==> src/hdl/csq_pkg.sv <==
package csq_pkg;

    // Operation codes carried on the slave-side tuser
    typedef enum logic [1:0] {
        MODE_OPEN   = 2'd0,
        MODE_WAIT   = 2'd1,
        MODE_SIGNAL = 2'd2,
        MODE_CLOSE  = 2'd3
    } t_mode;

    // Result status codes
    typedef enum logic [1:0] {
        ST_OK       = 2'd0,
        ST_BLOCKED  = 2'd1,
        ST_NOT_OPEN = 2'd2,
        ST_FULL     = 2'd3
    } t_status;

    // Sequencer states
    typedef enum logic [3:0] {
        S_IDLE   = 4'b0001,
        S_EXEC   = 4'b0010,
        S_DRAIN  = 4'b0100,
        S_RDWAIT = 4'b1000
    } t_state;

    // Commands from the sequencer to the waiter queue
    typedef struct packed {
        logic clear;
        logic push;
        logic pop;
    } t_q_cmd;

    // Queue occupancy flags back to the sequencer
    typedef struct packed {
        logic empty;
        logic one;
        logic full;
    } t_q_stat;

    localparam int CountW   = 18;
    localparam int CntOutW  = 17;
    localparam int InitW    = 16;
    localparam int TidW     = 8;
    localparam logic signed [CountW-1:0] COUNT_MAX = 18'sd65535;

endpackage

==> src/hdl/csq_waitq.sv <==
module csq_waitq
    import csq_pkg::*;
#(
    parameter int QUEUE_DEPTH = 16,
    parameter int ID_W        = 8
) (
    input  logic            i_clk,
    input  logic            i_rst_n,
    input  t_q_cmd          i_cmd,
    input  logic [ID_W-1:0] i_push_id,
    output logic [ID_W-1:0] o_head_id,
    output t_q_stat         o_stat
);

    localparam int PtrW  = $clog2(QUEUE_DEPTH);
    localparam int FillW = $clog2(QUEUE_DEPTH + 1);

    logic [ID_W-1:0]  r_mem [QUEUE_DEPTH];
    logic [ID_W-1:0]  r_head_id;
    logic [PtrW-1:0]  r_head, r_tail;
    logic [FillW-1:0] r_fill;
    logic [PtrW-1:0]  n_head_inc, n_tail_inc;

    // Wrap pointers at the queue depth
    assign n_head_inc = (r_head == PtrW'(QUEUE_DEPTH - 1)) ? '0 : r_head + 1'b1;
    assign n_tail_inc = (r_tail == PtrW'(QUEUE_DEPTH - 1)) ? '0 : r_tail + 1'b1;

    // Write the pushed id at the tail
    always_ff @(posedge i_clk) begin
        if (i_cmd.push && !i_cmd.clear) begin
            r_mem[r_tail] <= i_push_id;
        end
    end

    // Read the oldest waiter continuously into a register behind the head pointer
    always_ff @(posedge i_clk) begin
        r_head_id <= r_mem[r_head];
    end

    // Advance pointers and fill count
    always_ff @(posedge i_clk) begin
        if (!i_rst_n) begin
            r_head <= '0;
            r_tail <= '0;
            r_fill <= '0;
        end else if (i_cmd.clear) begin
            r_head <= '0;
            r_tail <= '0;
            r_fill <= '0;
        end else if (i_cmd.push) begin
            r_tail <= n_tail_inc;
            r_fill <= r_fill + 1'b1;
        end else if (i_cmd.pop) begin
            r_head <= n_head_inc;
            r_fill <= r_fill - 1'b1;
        end
    end

    assign o_head_id    = r_head_id;
    assign o_stat.empty = (r_fill == '0);
    assign o_stat.one   = (r_fill == FillW'(1));
    assign o_stat.full  = (r_fill == FillW'(QUEUE_DEPTH));

endmodule

==> src/hdl/counting_semaphore_wait_queue_core.sv <==
// Counting semaphore with a FIFO of blocked thread ids.
// Slave stream: tuser[1:0] carries the operation (open, wait, signal, close);
// tdata carries the caller's thread id and its finished flag. The master
// stream returns one result per operation (status, wake flag, woken thread,
// count after the operation), and tlast marks the final result of an item.
// Close returns one result per queued waiter, oldest first.
// The cfg channel loads initial_count, used by the next open; write it only
// while no operation is in flight.
// An operation is taken in S_IDLE and executed in S_EXEC, which registers
// its result once the output register is free. A close with waiters
// alternates S_DRAIN and S_RDWAIT, which waits for the registered read of
// the waiter memory between pops.
// The next operation is taken while the last result still sits in the output
// register; a stalled master holds that result and stops the sequencer
// before it produces another one.
// Reset: closed, count zero, queue empty, initial_count zero. The waiter
// memory is not cleared; the fill count covers its contents.
module counting_semaphore_wait_queue_core
    import csq_pkg::*;
#(
    parameter int QUEUE_DEPTH    = 16,
    parameter int THREAD_ID_BITS = 8
) (
    input  logic        i_clk,
    input  logic        i_rst_n,
    // Configuration write
    input  logic        i_cfg_valid,
    output logic        o_cfg_ready,
    input  logic [15:0] i_cfg_data,    // initial_count
    // Operation stream
    input  logic        i_s_tvalid,
    output logic        o_s_tready,
    input  logic [15:0] i_s_tdata,     // [7:0] thread_id, [8] thread_finished
    input  logic [1:0]  i_s_tuser,     // [1:0] mode
    // Result stream
    output logic        o_m_tvalid,
    input  logic        i_m_tready,
    output logic [31:0] o_m_tdata,     // [1:0] status, [2] wake_valid,
                                       // [10:3] wake_thread, [27:11] count_after
    output logic        o_m_tlast      // last
);

    localparam int IdW = (THREAD_ID_BITS < TidW) ? THREAD_ID_BITS : TidW;
    localparam logic signed [CountW-1:0] NegDepth = -(CountW'(QUEUE_DEPTH));

    t_state                    r_state, n_state;
    t_mode                     r_mode;
    logic [IdW-1:0]            r_tid;
    logic                      r_fin;
    logic [InitW-1:0]          r_init_cnt;
    logic signed [CountW-1:0]  r_count, n_count;
    logic                      r_open, n_open;

    logic signed [CountW-1:0]  cnt_dec, cnt_inc;
    logic                      out_free;
    logic                      emit, e_wake, e_last;
    t_status                   e_status;

    t_q_cmd                    q_cmd;
    t_q_stat                   q_stat;
    logic [IdW-1:0]            q_head_id;

    logic                      r_ovalid;
    t_status                   r_ostatus;
    logic                      r_owake;
    logic [TidW-1:0]           r_othread;
    logic [CntOutW-1:0]        r_ocount;
    logic                      r_olast;

    csq_waitq #(
        .QUEUE_DEPTH (QUEUE_DEPTH),
        .ID_W        (IdW)
    ) u_waitq (
        .i_clk     (i_clk),
        .i_rst_n   (i_rst_n),
        .i_cmd     (q_cmd),
        .i_push_id (r_tid),
        .o_head_id (q_head_id),
        .o_stat    (q_stat)
    );

    // Configuration register
    assign o_cfg_ready = 1'b1;

    always_ff @(posedge i_clk) begin
        if (!i_rst_n) begin
            r_init_cnt <= '0;
        end else if (i_cfg_valid) begin
            r_init_cnt <= i_cfg_data;
        end
    end

    // Take one operation at a time
    assign o_s_tready = (r_state == S_IDLE);

    always_ff @(posedge i_clk) begin
        if (i_s_tvalid && o_s_tready) begin
            r_mode <= t_mode'(i_s_tuser);
            r_tid  <= i_s_tdata[IdW-1:0];
            r_fin  <= i_s_tdata[8];
        end
    end

    assign cnt_dec  = r_count - 1'b1;
    assign cnt_inc  = (r_count < COUNT_MAX) ? r_count + 1'b1 : r_count;
    assign out_free = !r_ovalid || i_m_tready;

    // Sequencer: read-modify-write of count and queue
    always_comb begin
        n_state  = r_state;
        n_count  = r_count;
        n_open   = r_open;
        q_cmd    = '0;
        emit     = 1'b0;
        e_status = ST_OK;
        e_wake   = 1'b0;
        e_last   = 1'b1;
        unique case (r_state)
            S_IDLE: begin
                if (i_s_tvalid) begin
                    n_state = S_EXEC;
                end
            end
            S_EXEC: begin
                if (out_free) begin
                    n_state = S_IDLE;
                    emit    = 1'b1;
                    if (r_mode == MODE_OPEN) begin
                        n_count     = {{(CountW-InitW){1'b0}}, r_init_cnt};
                        q_cmd.clear = 1'b1;
                        n_open      = 1'b1;
                    end else if (!r_open) begin
                        e_status = ST_NOT_OPEN;
                    end else if (r_mode == MODE_WAIT) begin
                        if (cnt_dec >= 18'sd0) begin
                            n_count = cnt_dec;
                        end else if (cnt_dec < NegDepth || (!r_fin && q_stat.full)) begin
                            e_status = ST_FULL;
                        end else if (r_fin) begin
                            n_count = cnt_dec;
                        end else begin
                            n_count    = cnt_dec;
                            q_cmd.push = 1'b1;
                            e_status   = ST_BLOCKED;
                        end
                    end else if (r_mode == MODE_SIGNAL) begin
                        n_count = cnt_inc;
                        if (cnt_inc <= 18'sd0 && !q_stat.empty) begin
                            q_cmd.pop = 1'b1;
                            e_wake    = 1'b1;
                        end
                    end else begin
                        // Close: drain waiters, or finish at once when none
                        if (q_stat.empty) begin
                            q_cmd.clear = 1'b1;
                            n_open      = 1'b0;
                        end else begin
                            emit    = 1'b0;
                            n_state = S_DRAIN;
                        end
                    end
                end
            end
            S_DRAIN: begin
                if (out_free) begin
                    emit      = 1'b1;
                    e_wake    = 1'b1;
                    q_cmd.pop = 1'b1;
                    e_last    = q_stat.one;
                    if (q_stat.one) begin
                        q_cmd.clear = 1'b1;
                        n_open      = 1'b0;
                        n_state     = S_IDLE;
                    end else begin
                        n_state = S_RDWAIT;
                    end
                end
            end
            S_RDWAIT: begin
                n_state = S_DRAIN;
            end
            default: begin
                n_state = S_IDLE;
            end
        endcase
    end

    // Hold control state
    always_ff @(posedge i_clk) begin
        if (!i_rst_n) begin
            r_state <= S_IDLE;
            r_count <= '0;
            r_open  <= 1'b0;
        end else begin
            r_state <= n_state;
            r_count <= n_count;
            r_open  <= n_open;
        end
    end

    // Output register: load on emit, drop after the transfer
    always_ff @(posedge i_clk) begin
        if (!i_rst_n) begin
            r_ovalid <= 1'b0;
        end else if (emit) begin
            r_ovalid <= 1'b1;
        end else if (i_m_tready) begin
            r_ovalid <= 1'b0;
        end
    end

    always_ff @(posedge i_clk) begin
        if (emit) begin
            r_ostatus <= e_status;
            r_owake   <= e_wake;
            r_othread <= e_wake ? TidW'(q_head_id) : '0;
            r_ocount  <= n_count[CntOutW-1:0];
            r_olast   <= e_last;
        end
    end

    assign o_m_tvalid = r_ovalid;
    assign o_m_tdata  = {4'b0000, r_ocount, r_othread, r_owake, r_ostatus};
    assign o_m_tlast  = r_olast;

    // Never push into a full queue
    a_no_push_full: assert property (@(posedge i_clk) disable iff (!i_rst_n)
        q_cmd.push |-> !q_stat.full)
        else $error("push into full waiter queue");

    // Count stays within the queue's reach below zero
    a_count_floor: assert property (@(posedge i_clk) disable iff (!i_rst_n)
        r_count >= NegDepth)
        else $error("semaphore count below queue depth");

    // Draining only happens on an open semaphore with waiters left
    a_drain_nonempty: assert property (@(posedge i_clk) disable iff (!i_rst_n)
        (r_state == S_DRAIN) |-> (!q_stat.empty && r_open))
        else $error("drain with empty queue or closed semaphore");

    // A pop always reports a woken thread in the next result
    a_pop_wakes: assert property (@(posedge i_clk) disable iff (!i_rst_n)
        (q_cmd.pop && !q_cmd.clear && emit) |=> (r_ovalid && r_owake))
        else $error("pop without wake result");

endmodule
==> config.mk <==
export PLATFORM = sky130hd
export DESIGN_NAME = counting_semaphore_wait_queue_core
export DESIGN_NICKNAME = d
export VERILOG_FILES = /design/src/hdl/csq_pkg.sv /design/src/hdl/csq_waitq.sv /design/src/hdl/counting_semaphore_wait_queue_core.sv
export SDC_FILE = /design/constraint.sdc
export NUM_CORES = 1
export LEC_CHECK = 0
export ABC_AREA = 1
export ABC_CLOCK_PERIOD_IN_PS = 5700
export BUFFER_PORTS_ARGS = -buffer_cell sky130_fd_sc_hd__buf_2
export CORE_MARGIN = 2
export CORE_UTILIZATION = 30
export CTS_CLUSTER_DIAMETER = 200
export CTS_CLUSTER_SIZE = 16
export DETAILED_ROUTE_END_ITERATION = 7
export PLACE_DENSITY = 0.44
export SLEW_MARGIN = 20
export SYNTH_ARGS = -nofsm -noshare
export SYNTH_HDL_FRONTEND = slang
export SYNTH_SLANG_ARGS = --single-unit
==> constraint.sdc <==
create_clock -name i_clk -period 5.7 [get_ports i_clk]
set_input_delay 1.14 -clock i_clk [delete_from_list [all_inputs] [get_ports i_clk]]
set_output_delay 1.14 -clock i_clk [all_outputs]
set_load 0.05 [all_outputs]
**Word-level counts from Yosys, hierarchy flattened**

Memories as Yosys holds them, arrays and structs flattened. A register that Yosys moved wholly into a read port is not among the register bits.
Index checks and enable logic that the tools add are counted.

- Register bits after elaboration: 93
- Memory bits (writable): 128
- Input bits: 39
- Output and inout port bits: 36
- Memories: 1

- Add/sub/neg operators: 6
- $lt $le $gt $ge: 4
- Equality and inequality tests: 15
- Mux-type cells: 71
- Bitwise operators: 6
- Reductions and logical operators: 25

Memories:

| memory | depth | width | rd ports | clocked after memory_dff | write ports | line | source |
|---|---|---|---|---|---|---|---|
| u_waitq.r_mem | 16 | 8 | 1 | 1 | 1 | csq_waitq.sv:18 | `logic [ID_W-1:0] r_mem [QUEUE_DEPTH];` |

Operator list:

| cell | number |
|---|---|
| 18-bit two-way mux | 7 |
| 1-bit two-way mux | 36 |
| 17-bit two-way mux | 2 |
| 4-bit two-way mux | 6 |
| 3-bit two-way mux | 7 |
| 18-bit by 1-bit adder with 18-bit output (second input constant) | 1 |
| 18-bit by 1-bit greater-or-equal comparator with 1-bit output (second input constant) | 1 |
| 18-bit by 1-bit <= comparator with 1-bit output (second input constant) | 1 |
| 18-bit by 17-bit < comparator with 1-bit output (second input constant) | 1 |
| 18-bit by 5-bit < comparator with 1-bit output (second input constant) | 1 |
| 18-bit by 1-bit subtractor with 18-bit output (second input constant) | 1 |
| 4-bit one-hot mux with 4 select lines | 1 |
| 4-bit equality test (second input constant) | 3 |
| 2-bit two-way mux | 5 |
| 5-bit two-way mux | 2 |
| 1-bit one-hot mux with 2 select lines | 5 |
| 4-bit by 1-bit adder with 4-bit output (second input constant) | 2 |
| 2-bit inequality test (second input constant) | 4 |
| 2-bit nonzero test | 4 |
| 1-bit NOT | 6 |
| 6-bit OR reduction | 1 |
| 5-bit by 1-bit adder with 5-bit output (second input constant) | 1 |
| 5-bit by 1-bit equality test with 1-bit output (second input constant) | 1 |
| 5-bit equality test (second input constant) | 1 |
| 19 further kinds | 27 |

**Longest topological paths before layout**

Gate-level depths: netlist of run 1.

- Word-level depth: 15
- Mapped depth: 20

**Modules after synthesis**

Synthesis of run 1 repeated with hierarchy kept, for this count alone.

- Cell total of the unflattened synthesis: 1396
- Area, all modules: 11568.6 um^2

By module, submodules not included:

| module | times used | cells an instance | area an instance (um^2) |
|---|---|---|---|
| csq_waitq | 1 | 680 | 6538.8 |
| counting_semaphore_wait_queue_core | 1 | 716 | 5029.8 |

**Worst setup path after synthesis of run 1**

Ideal clock, no wire load.

- Path type: input to register
- Start point: in i_m_tready
- End point: reg r_olast (netlist: o_m_tlast) (enable)
- Library setup time: 0.457 ns
- Arrival: 3.890 ns
- Required time: 5.243 ns
- Slack: 1.353 ns
- Stages on the path: 6
- Buffers on the path: 2
- Path through: nor2_1 > nor2_1 > buf_2 > inv_1 > clkbuf_1 > o21ai_0

- Longest elaborated chain between the ends: 3
- Elaborated cells between the ends (all ways): 4
- Classes of those cells: 3 x mux; 1 x reduce/logical

RTL lines:

| what | line | source |
|---|---|---|
| start: declaration | counting_semaphore_wait_queue_core.sv:37 | `input logic i_m_tready,` |
| 1-bit logical OR * | counting_semaphore_wait_queue_core.sv:106 | `assign out_free = !r_ovalid \|\| i_m_tready;` |
| 1-bit two-way mux, on equally long branches | counting_semaphore_wait_queue_core.sv:165, counting_semaphore_wait_queue_core.sv:125 |  |
| 1-bit one-hot mux with 2 select lines * | counting_semaphore_wait_queue_core.sv:118 | `unique case (r_state)` |
| via emit | counting_semaphore_wait_queue_core.sv:56 | `logic emit, e_wake, e_last;` |
| end signal: assignment | counting_semaphore_wait_queue_core.sv:218 | `r_olast <= e_last;` |
| end: declaration | counting_semaphore_wait_queue_core.sv:68 | `logic r_olast;` |

The timed path passes the listed nets; every way through them passes the cells marked *.
A chain may end at the register's enable or synchronous reset.

**Worst setup path after layout of run 1**

- Start point: reg r_count[0]
- End point: mem u_waitq.r_mem[8][5] (enable)

- Longest elaborated chain between the ends: 13
- Elaborated cells between the ends (all ways): 14
- Classes of those cells: 1 x add/sub; 2 x order compare; 9 x mux; 2 x reduce/logical

RTL lines:

| what | line | source |
|---|---|---|
| start: declaration | counting_semaphore_wait_queue_core.sv:51 | `logic signed [CountW-1:0] r_count, n_count;` |
| start signal: assignment | counting_semaphore_wait_queue_core.sv:196 | `r_count <= n_count;` |
| 18-bit by 1-bit subtractor with 18-bit output * | counting_semaphore_wait_queue_core.sv:104 | `assign cnt_dec = r_count - 1'b1;` |
| 18-bit by 5-bit < comparator with 1-bit output | counting_semaphore_wait_queue_core.sv:137 | `end else if (cnt_dec < NegDepth \|\| (!r_fin && q_stat.full)) begin` |
| 1-bit logical OR | counting_semaphore_wait_queue_core.sv:137 |  |
| 1-bit two-way mux | counting_semaphore_wait_queue_core.sv:137 |  |
| 1-bit two-way mux * | counting_semaphore_wait_queue_core.sv:135 | `if (cnt_dec >= 18'sd0) begin` |
| 1-bit two-way mux * | counting_semaphore_wait_queue_core.sv:134 | `end else if (r_mode == MODE_WAIT) begin` |
| 3-bit two-way mux * | counting_semaphore_wait_queue_core.sv:132 | `end else if (!r_open) begin` |
| 2-bit two-way mux * | counting_semaphore_wait_queue_core.sv:128 | `if (r_mode == MODE_OPEN) begin` |
| 3-bit two-way mux * | counting_semaphore_wait_queue_core.sv:125 | `if (out_free) begin` |
| 1-bit two-way mux * | counting_semaphore_wait_queue_core.sv:118 |  |
| 1-bit logical AND * | csq_waitq.sv:30 | `if (i_cmd.push && !i_cmd.clear) begin` |
| 1-bit two-way mux * | csq_waitq.sv:30 |  |
| 1-bit two-way mux (not written as such) * | csq_waitq.sv:31 | `r_mem[r_tail] <= i_push_id;` |
| end: declaration | csq_waitq.sv:18 |  |

Mark *: on every way between the ends. The rest lies on a longest branch, timed or not.

==> results.tsv, run 1 <==
metric	value	unit
outcome	complete, no violations	
Arr. time, crit path	4.11	ns
Hold Path Stages	2	
All-Layer GR Usage	16.4	%
number of buffers inserted by hold repair at cts	0	
routing usage on met3	2.11	%
final number of hold-violating endpoints	0	
count of routing violations after the opening detailed-route iteration	559	
critical-path maximum fanout	15	
routed vias	8402	
power density cells	305	mW/mm^2
Gate Count Post-Synth	1211	
terminus of the critical flop-to-flop path	u_waitq.r_mem[8][5]$_DFFE_PP_	
Filler cells	3806	
Hold Crit Endpoint	u_waitq.r_head[3]$_SDFFE_PP0P_	
master of the slowest instance on the critical path	sky130_fd_sc_hd__nor2_1	
clock tree from TritonCTS	done	
vias in the first global route	8264	
die area	0.0385	sq mm
synthesized-area fraction occupied by and/or/nand/nor cells	22.6	%
average instance area after synthesis	9.16	sq um
antenna violation net count after detailed routing	0	
wire length of the first global-routing pass	49200	microns
number of antenna violations at the first check in global routing	0	
maximum number of pins on one net before global-route repair	68	
global-route track usage on met1	23.1	%
setup slack of the worst register-to-register path	1.73	ns
unrepaired setup endpoints after global routing	false	
Crit Path Category	reg -> reg	
clock transition at the register clock pins on the worst setup and hold paths after CTS	0.07	ns
sequential element share of the synthesized area	56.5	%
final layout net count	1287	
drt total wl	31200	microns
WP buf/inv	1	
Cell Rows	70	
element type at the critical path end	register	
critical-path cell list	inv_2, ha_1, nand2_2, nor2_4, nand2_1, xor2_1, nor2_1, nand2_1, nor2_2, nand4_4, nor2_4, nand2_1, nor2_1	
chip height	196	microns
count of maximum capacitance violations	0	
Peak supply drop	0.200	mV
highest-utilization routing layer at the global route stage	met2	
synthesis-to-layout area growth	10.7	%
clock sink count	229	
worst slew slack as a fraction of its limit	32.1	%
post-synthesis cell type count	44	
via count normalized by instance count	4.89	
post-synthesis compound-gate area fraction	10.6	%
Worst Setup Start Kind	register	
r2r worst-path depth	13	
Worst-Skew Late Latency	0.52	ns
antenna diode count	0	
kind of cell adding the most delay to the critical path	simple AND/OR/NAND/NOR gates	
final count of negative-setup-slack endpoints	0	
Avg WL per Cell	18.1	microns
worst stage delay on the critical path	0.72	ns
max-slew violation total from the final report	0	
data required time at the worst endpoint	5.84	ns
portion of netlist area occupied by mux cells	1.26	%
Die W	196	microns
level count of the clock H-tree	1	
number of cells in the finished layout apart from fillers	1717	
Setup Skew	0.0208	ns
Setup Fix Bufs, Post-CTS	0	
DP Worst Slack	1.68	ns
number of resized instances in the post-cts repair step	0	
share of the clock period used by the worst path after layout	69.6	%
origin of the worst min-delay path	u_waitq.r_head[3]$_SDFFE_PP0P_	
synthesized flop and latch total	229	
remaining global-route overflow	0	
main combinational cell family by area after synthesis	simple AND/OR/NAND/NOR gates	
placed cell count	1686	
achievable frequency	0.252	GHz
Max Buffers Root-to-Sink	3	
fraction of final layout cells with drive strength greater than 1	10.5	%
summed negative setup slack over all endpoints	0	ns
Worst R2R Start	r_count[0]$_SDFF_PN0_	
root buffer cell	sky130_fd_sc_hd__clkbuf_16	
Post-Synth Adder-Cell Area	1.13	%
leakage power total	4.49	nW
final routed DRC violation total	0	
met2 track demand over resource	26.5	%
share of the synthesized netlist area taken by xor and xnor gates	1.83	%
Least-Margin Pin Slew	1.02	ns
total core area	0.0365	sq mm
most common cell type on the critical path	sky130_fd_sc_hd__nand2_1	
Final Wtd Congestion	0.914	
TritonCTS buffer count	18	
least setup slack across all paths after layout	1.73	ns
Yosys warning total	0	
Hold Path Class	reg -> reg	
Buffers on Ports	62	
number of detailed-routing iterations run before antenna repair	5	
final critical delay including setup and external delays	3.97	ns
cell area after synthesis	0.0111	sq mm
Initial Util	30.4	%
top-level port count	75	
total half-perimeter wirelength after legalization and detailed placement	20800	microns
cell usage after synthesis (all sizes together):
master / count / area share, %
nand2: 229 / 8.2
nor2: 222 / 8.0
edfxtp: 168 / 45
nand3: 106 / 4.8
o21ai: 84 / 4.0
a21oi: 77 / 3.5
inv: 76 / 2.6
dfxtp: 61 / 11
clkbuf: 37 / 1.3
buf: 33 / 2.0
xor2: 21 / 1.8
o32ai: 18 / 1.4
mux2i: 14 / 1.3
nor3: 14 / 0.78
o221ai: 14 / 1.1
ha: 10 / 1.1
nand4: 8 / 0.64
clkinv: 5 / 0.17
a221oi: 4 / 0.32
a211oi: 2 / 0.14
conb: 2 / 0.068
nor4: 2 / 0.11
o211ai: 2 / 0.14
nand3b: 1 / 0.068
o22ai: 1 / 0.056
worst register-to-register path, delay by kind of cell (launching register included):
| kind | cells | cell delay (ns) |
|---|---|---|
| AND/OR/NAND/NOR | 10 | 2.61 |
| buffers and inverters | 1 | 0.19 |
| adder cells (fa/ha/maj) | 1 | 0.25 |
| flip-flops | 1 | 0.40 |
| XOR/XNOR | 1 | 0.16 |
cell families after synthesis:
group,Yosys count
other,2
DFF,229
AOI/OAI and AO/OA,202
xor gates and xnor gates,21
and+or+nand+nor,582
muxes,14
buffers and inverters,151
adders and majority gates,10
registers in the layout, indices dropped and copies added, names as in the netlist, 2 cells and up:
signal and cells:
u_waitq.r_head 4, r_othread 8, r_state 4, r_mode 2, r_tid 8, u_waitq.o_head_id 8, r_count 18, u_waitq.r_tail 4
u_waitq.r_mem 128, r_init_cnt 16, r_ostatus 2, r_ocount 17, u_waitq.r_fill 5
per-layer routing:
metal,share of wire [%],vias to the layer above
met5,0,-
met3,4.1,52
met4,2.4,0
met2,46,190
met1,48,3973
li1,-,4187
power breakdown:
group | switching [mW] | internal (mW) | leakage (nW) | total [mW]
Sequential | 0.0578 | 1.85 | 2.02 | 1.91
Clock | 0.627 | 0.606 | 0.253 | 1.23
Combinational | 0.439 | 0.166 | 2.22 | 0.605
Total | 1.12 | 2.62 | 4.49 | 3.74
through the flow:
stage          util [%]  instance area (sq um)  hold WS [ns]  power (mW)
2_1_floorplan         -                  11100         0.461        2.38
3_3_place_gp       32.1                  11700         0.474        2.55
3_5_place_dp       32.1                  11700         0.484        2.56
4_1_cts            33.6                  12300         0.496        3.80
5_1_grt            33.6                  12300         0.516        3.92
6_report           33.6                  12300         0.496        3.74
worst max-delay path by stage:
stage	startpoint	end	slack [ns]	cells after the start
after floorplan	i_m_tready	o_m_tlast$_SDFFCE_PN1P_	1.35	6
final	r_count[0]$_SDFF_PN0_	u_waitq.r_mem[8][5]$_DFFE_PP_	1.73	13
after global routing	r_count[0]$_SDFF_PN0_	u_waitq.r_mem[14][2]$_DFFE_PP_	1.40	13
after detailed placement	r_count[0]$_SDFF_PN0_	u_waitq.r_mem[8][5]$_DFFE_PP_	1.68	13
after CTS	r_count[0]$_SDFF_PN0_	u_waitq.r_mem[8][5]$_DFFE_PP_	1.68	13
after global placement	r_count[0]$_SDFF_PN0_	u_waitq.r_mem[8][5]$_DFFE_PP_	1.71	13
cells in the final DEF (no fill, tap or decap), types with 2 or more instances in the layout:
cell | netlist | routed
sky130_fd_sc_hd__nand2_1 | 217 | 217
sky130_fd_sc_hd__nor2_1 | 213 | 212
sky130_fd_sc_hd__edfxtp_1 | 168 | 168
sky130_fd_sc_hd__nand3_1 | 105 | 105
sky130_fd_sc_hd__a21oi_1 | 76 | 76
sky130_fd_sc_hd__o21ai_0 | 76 | 75
sky130_fd_sc_hd__inv_1 | 74 | 74
sky130_fd_sc_hd__buf_2 | 10 | 62
sky130_fd_sc_hd__dfxtp_1 | 61 | 59
sky130_fd_sc_hd__xor2_1 | 20 | 20
sky130_fd_sc_hd__o32ai_1 | 18 | 18
sky130_fd_sc_hd__clkbuf_16 | 0 | 18
sky130_fd_sc_hd__mux2i_1 | 14 | 14
sky130_fd_sc_hd__o221ai_1 | 14 | 14
sky130_fd_sc_hd__nor3_1 | 12 | 12
sky130_fd_sc_hd__buf_4 | 12 | 12
sky130_fd_sc_hd__clkbuf_1 | 37 | 11
sky130_fd_sc_hd__ha_1 | 10 | 10
sky130_fd_sc_hd__nand2_2 | 9 | 9
sky130_fd_sc_hd__nor2_2 | 5 | 6
sky130_fd_sc_hd__nand4_1 | 6 | 6
sky130_fd_sc_hd__clkinv_1 | 5 | 5
sky130_fd_sc_hd__o21ai_1 | 5 | 5
sky130_fd_sc_hd__conb_1 | 2 | 5
sky130_fd_sc_hd__a221oi_1 | 4 | 4
sky130_fd_sc_hd__nor2_4 | 3 | 3
sky130_fd_sc_hd__nand2_4 | 3 | 3
sky130_fd_sc_hd__o21ai_4 | 1 | 2
sky130_fd_sc_hd__inv_2 | 2 | 2
sky130_fd_sc_hd__o21ai_2 | 2 | 2
sky130_fd_sc_hd__a211oi_1 | 2 | 2
sky130_fd_sc_hd__nor4_1 | 2 | 2
sky130_fd_sc_hd__o211ai_1 | 2 | 2
sky130_fd_sc_hd__dfxtp_2 | 0 | 2
cell type report:
cell class / count / area [sq um] / area share, %
multi-input cells: 834 / 4180 / 34.1
inverters: 81 / 304 / 2.48
clock inverters: 2 / 46.3 / 0.377
well taps: 468 / 586 / 4.77
flip-flops and latches: 229 / 6270 / 51.0
clock buffers: 29 / 492 / 4.00
repair buffers: 74 / 400 / 3.26
Note: power is estimated with default switching activity, not from simulation.
==> run 2: changes to the inputs <==
Settings changed: ABC_AREA 1 to 0, ABC_CLOCK_PERIOD_IN_PS 5700 to 3700.
Clock period 5.7 ns to 3.7 ns, I/O delays scaled along.
==> run 2 against run 1 <==
Core utilization is 1.3 points higher; routed wire length grew 4.0%; sequential share of layout area fell by 2.0 points; synthesized cell count decreased by 23%; combinational power decreased by 27%; register-to-register slack got worse by 1.5 ns; clock power rose by 52%; largest cell class unchanged; count of clock-buffer cells in the layout increased by 1.
==> results.tsv, run 2 <==
metric	value	unit
Hold Path Class	in -> reg	
maximum number of pins on one net before global-route repair	37	
critical-path maximum fanout	8	
placed cell count	1454	
terminus of the critical flop-to-flop path	u_waitq.r_mem[3][6]$_DFFE_PP_	
final cell utilization of the core	35.0	%
drt total wl	32400	microns
least setup slack across all paths after layout	0.242	ns
Cell Rows	70	
number of antenna violations at the first check in global routing	0	
share of the clock period used by the worst path after layout	93.5	%
number of detailed-routing iterations run before antenna repair	5	
Crit Path Category	reg -> reg	
setup slack of the worst register-to-register path	0.24	ns
Met3 Routed Length	2040	microns
Yosys warning total	0	
Setup Skew	0.0207	ns
wire length of the first global-routing pass	49400	microns
largest register by flop count	u_waitq.r_mem	
Arr. time, crit path	3.67	ns
total core area	0.0365	sq mm
chip height	197	microns
max FFs per register	128	
All-Layer GR Usage	16.9	%
power density cells	402	mW/mm^2
sequential element share of the synthesized area	56.3	%
fraction of final layout cells with drive strength greater than 1	20.7	%
Gate Count Post-Synth	927	
TritonCTS buffer count	18	
root buffer cell	sky130_fd_sc_hd__clkbuf_16	
share of the synthesized area in the top cell type	45.3	%
post-synthesis cell type count	84	
achievable frequency	0.289	GHz
top-level port count	75	
number of cells in the finished layout apart from fillers	1487	
Die W	197	microns
DP Worst Slack	0.224	ns
Buffers on Ports	62	
final layout net count	1056	
largest registers	u_waitq.r_mem x128, r_count x18, r_ocount x17	
antenna diode count	0	
total half-perimeter wirelength after legalization and detailed placement	22700	microns
Yosys top cell by area	sky130_fd_sc_hd__edfxtp_1	
Hold Path Stages	1	
total chip power	5.13	mW
origin of the worst min-delay path	i_s_tuser[0]	
most common flop cell mapped by yosys	sky130_fd_sc_hd__edfxtp_1	
die area	0.0386	sq mm
clock tree from TritonCTS	done	
cell area after synthesis	0.0111	sq mm
Worst Setup Start Kind	register	
leakage power total	4.31	nW
met1 WL	16400	microns
antenna violation net count after detailed routing	0	
r2r worst-path depth	11	
element type at the critical path end	register	
clock sink count	229	
worst slew slack as a fraction of its limit	43.3	%
data required time at the worst endpoint	3.91	ns
Hold Crit Endpoint	r_mode[0]$_DFFE_PP_	
max-slew violation total from the final report	0	
count of maximum capacitance violations	0	
synthesized flop and latch total	229	
Worst-Skew Late Latency	0.52	ns
EDFF count, synth	168	
synthesis-to-layout area growth	14.8	%
Peak supply drop	0.337	mV
unrepaired setup endpoints after global routing	false	
final critical delay including setup and external delays	3.46	ns
number of buffers inserted by hold repair at cts	0	
cell with the most instances after synthesis	sky130_fd_sc_hd__edfxtp_1	
routed wl met2	13400	microns
remaining global-route overflow	0	
most frequent cells in the layout	sky130_fd_sc_hd__edfxtp_1, sky130_fd_sc_hd__nor2_1, sky130_fd_sc_hd__buf_4	
via count normalized by instance count	5.39	
final routed DRC violation total	0	
FFs w/ async S/R, synth	0	%
final number of hold-violating endpoints	0	
clock transition at the register clock pins on the worst setup and hold paths after CTS	0.09	ns
Max Buffers Root-to-Sink	3	
Avg WL per Cell	21.8	microns
routed vias	8015	
Least-Margin Pin Slew	0.849	ns
top cell types by occurrence after synthesis	sky130_fd_sc_hd__edfxtp_1, sky130_fd_sc_hd__nor2_1, sky130_fd_sc_hd__nand2_1	
final count of negative-setup-slack endpoints	0	
summed negative setup slack over all endpoints	0	ns
most area-consuming cells after synthesis	sky130_fd_sc_hd__edfxtp_1, sky130_fd_sc_hd__dfxtp_1, sky130_fd_sc_hd__mux4_2	
Top Metal Used	met4	
Initial Util	30.5	%
average instance area after synthesis	12.0	sq um
vias in the first global route	7585	
outcome	complete, no violations	
level count of the clock H-tree	1	
commonest non-fill, non-tap cell in the layout	sky130_fd_sc_hd__edfxtp_1	
Worst R2R Start	r_count[0]$_SDFF_PN0_	
count of routing violations after the opening detailed-route iteration	704	
Final Wtd Congestion	0.874	
run 2: metrics by stage:
step,instance area [sq um],hold slack (ns)
after global routing,12800,0.382
after global placement,12200,0.474
after detailed placement,12200,0.493
after CTS,12700,0.381
after floorplan,11100,0.453
final,12800,0.403
run 2: power by group:
part / leakage, nW / switching (mW) / total [mW] / internal [mW]
combinational: 2.02 / 0.296 / 0.439 / 0.143
clock: 0.250 / 0.939 / 1.87 / 0.931
sequential: 2.04 / 0.0463 / 2.82 / 2.78
run 2: critical path, cell delays in order, from the launching register on:
cell and delay (ns):
sky130_fd_sc_hd__dfxtp_1 0.32, sky130_fd_sc_hd__inv_1 0.12, sky130_fd_sc_hd__ha_1 0.36, sky130_fd_sc_hd__or3b_1 0.40
sky130_fd_sc_hd__or4_1 0.49, sky130_fd_sc_hd__nand3_2 0.16, sky130_fd_sc_hd__o2111ai_4 0.20, sky130_fd_sc_hd__nor4b_4 0.31
sky130_fd_sc_hd__buf_4 0.18, sky130_fd_sc_hd__nand2_1 0.18, sky130_fd_sc_hd__nor3_1 0.20, sky130_fd_sc_hd__buf_4 0.22
run 2: cells by family after synthesis:
kind of cell / Yosys count / share of synthesized area (%)
adder cells (fa/ha/maj): 10 / 1.12
multiplexers: 60 / 9.93
other: 2 / 0.0675
XOR/XNOR: 15 / 1.18
buffers and inverters: 85 / 3.30
AND/OR/NAND/NOR: 332 / 16.2
AO/OA/AOI/OAI: 194 / 11.9
flip-flops: 229 / 56.3
run 2: worst max-delay path by stage:
| stage | start | endpoint | slack (ns) | cells past startpoint |
|---|---|---|---|---|
| 5_1_grt | r_count[0]$_SDFF_PN0_ | r_ocount[9]$_DFFE_PP_ | 0.04 | 12 |
| 2_1_floorplan | r_count[1]$_SDFF_PN0_ | u_waitq.r_mem[3][0]$_DFFE_PP_ | 0.02 | 10 |
| 6_report | r_count[0]$_SDFF_PN0_ | u_waitq.r_mem[3][6]$_DFFE_PP_ | 0.24 | 11 |
| 3_3_place_gp | r_count[0]$_SDFF_PN0_ | u_waitq.r_mem[3][1]$_DFFE_PP_ | 0.18 | 10 |
| 3_5_place_dp | r_count[0]$_SDFF_PN0_ | u_waitq.r_mem[3][2]$_DFFE_PP_ | 0.22 | 10 |
| 4_1_cts | r_count[0]$_SDFF_PN0_ | u_waitq.r_mem[3][6]$_DFFE_PP_ | 0.18 | 10 |
run 2: routing by layer:
layer | track usage [%] | vias to the layer above
li1 | - | 3758
met2 | 24.0 | 258
met4 | 3.34 | 0
met3 | 2.55 | 35
met5 | 0 | -
met1 | 26.9 | 3964
run 2: timing repair:
item | in CTS | in global routing
setup buffers | 0 | 1
gates resized for setup | 0 | 1
endpoints found under the setup margin | 0 | 31
run 2: area by class of cell:
class / instances / area (sq um)
Clock buffer: 30 / 495
Clock inverter: 2 / 32.5
Fill cell: 3598 / 23800
Inverter: 14 / 52.6
Multi-Input combinational cell: 616 / 4530
Sequential cell: 229 / 6270
Tap cell: 468 / 586
Timing Repair Buffer: 128 / 806
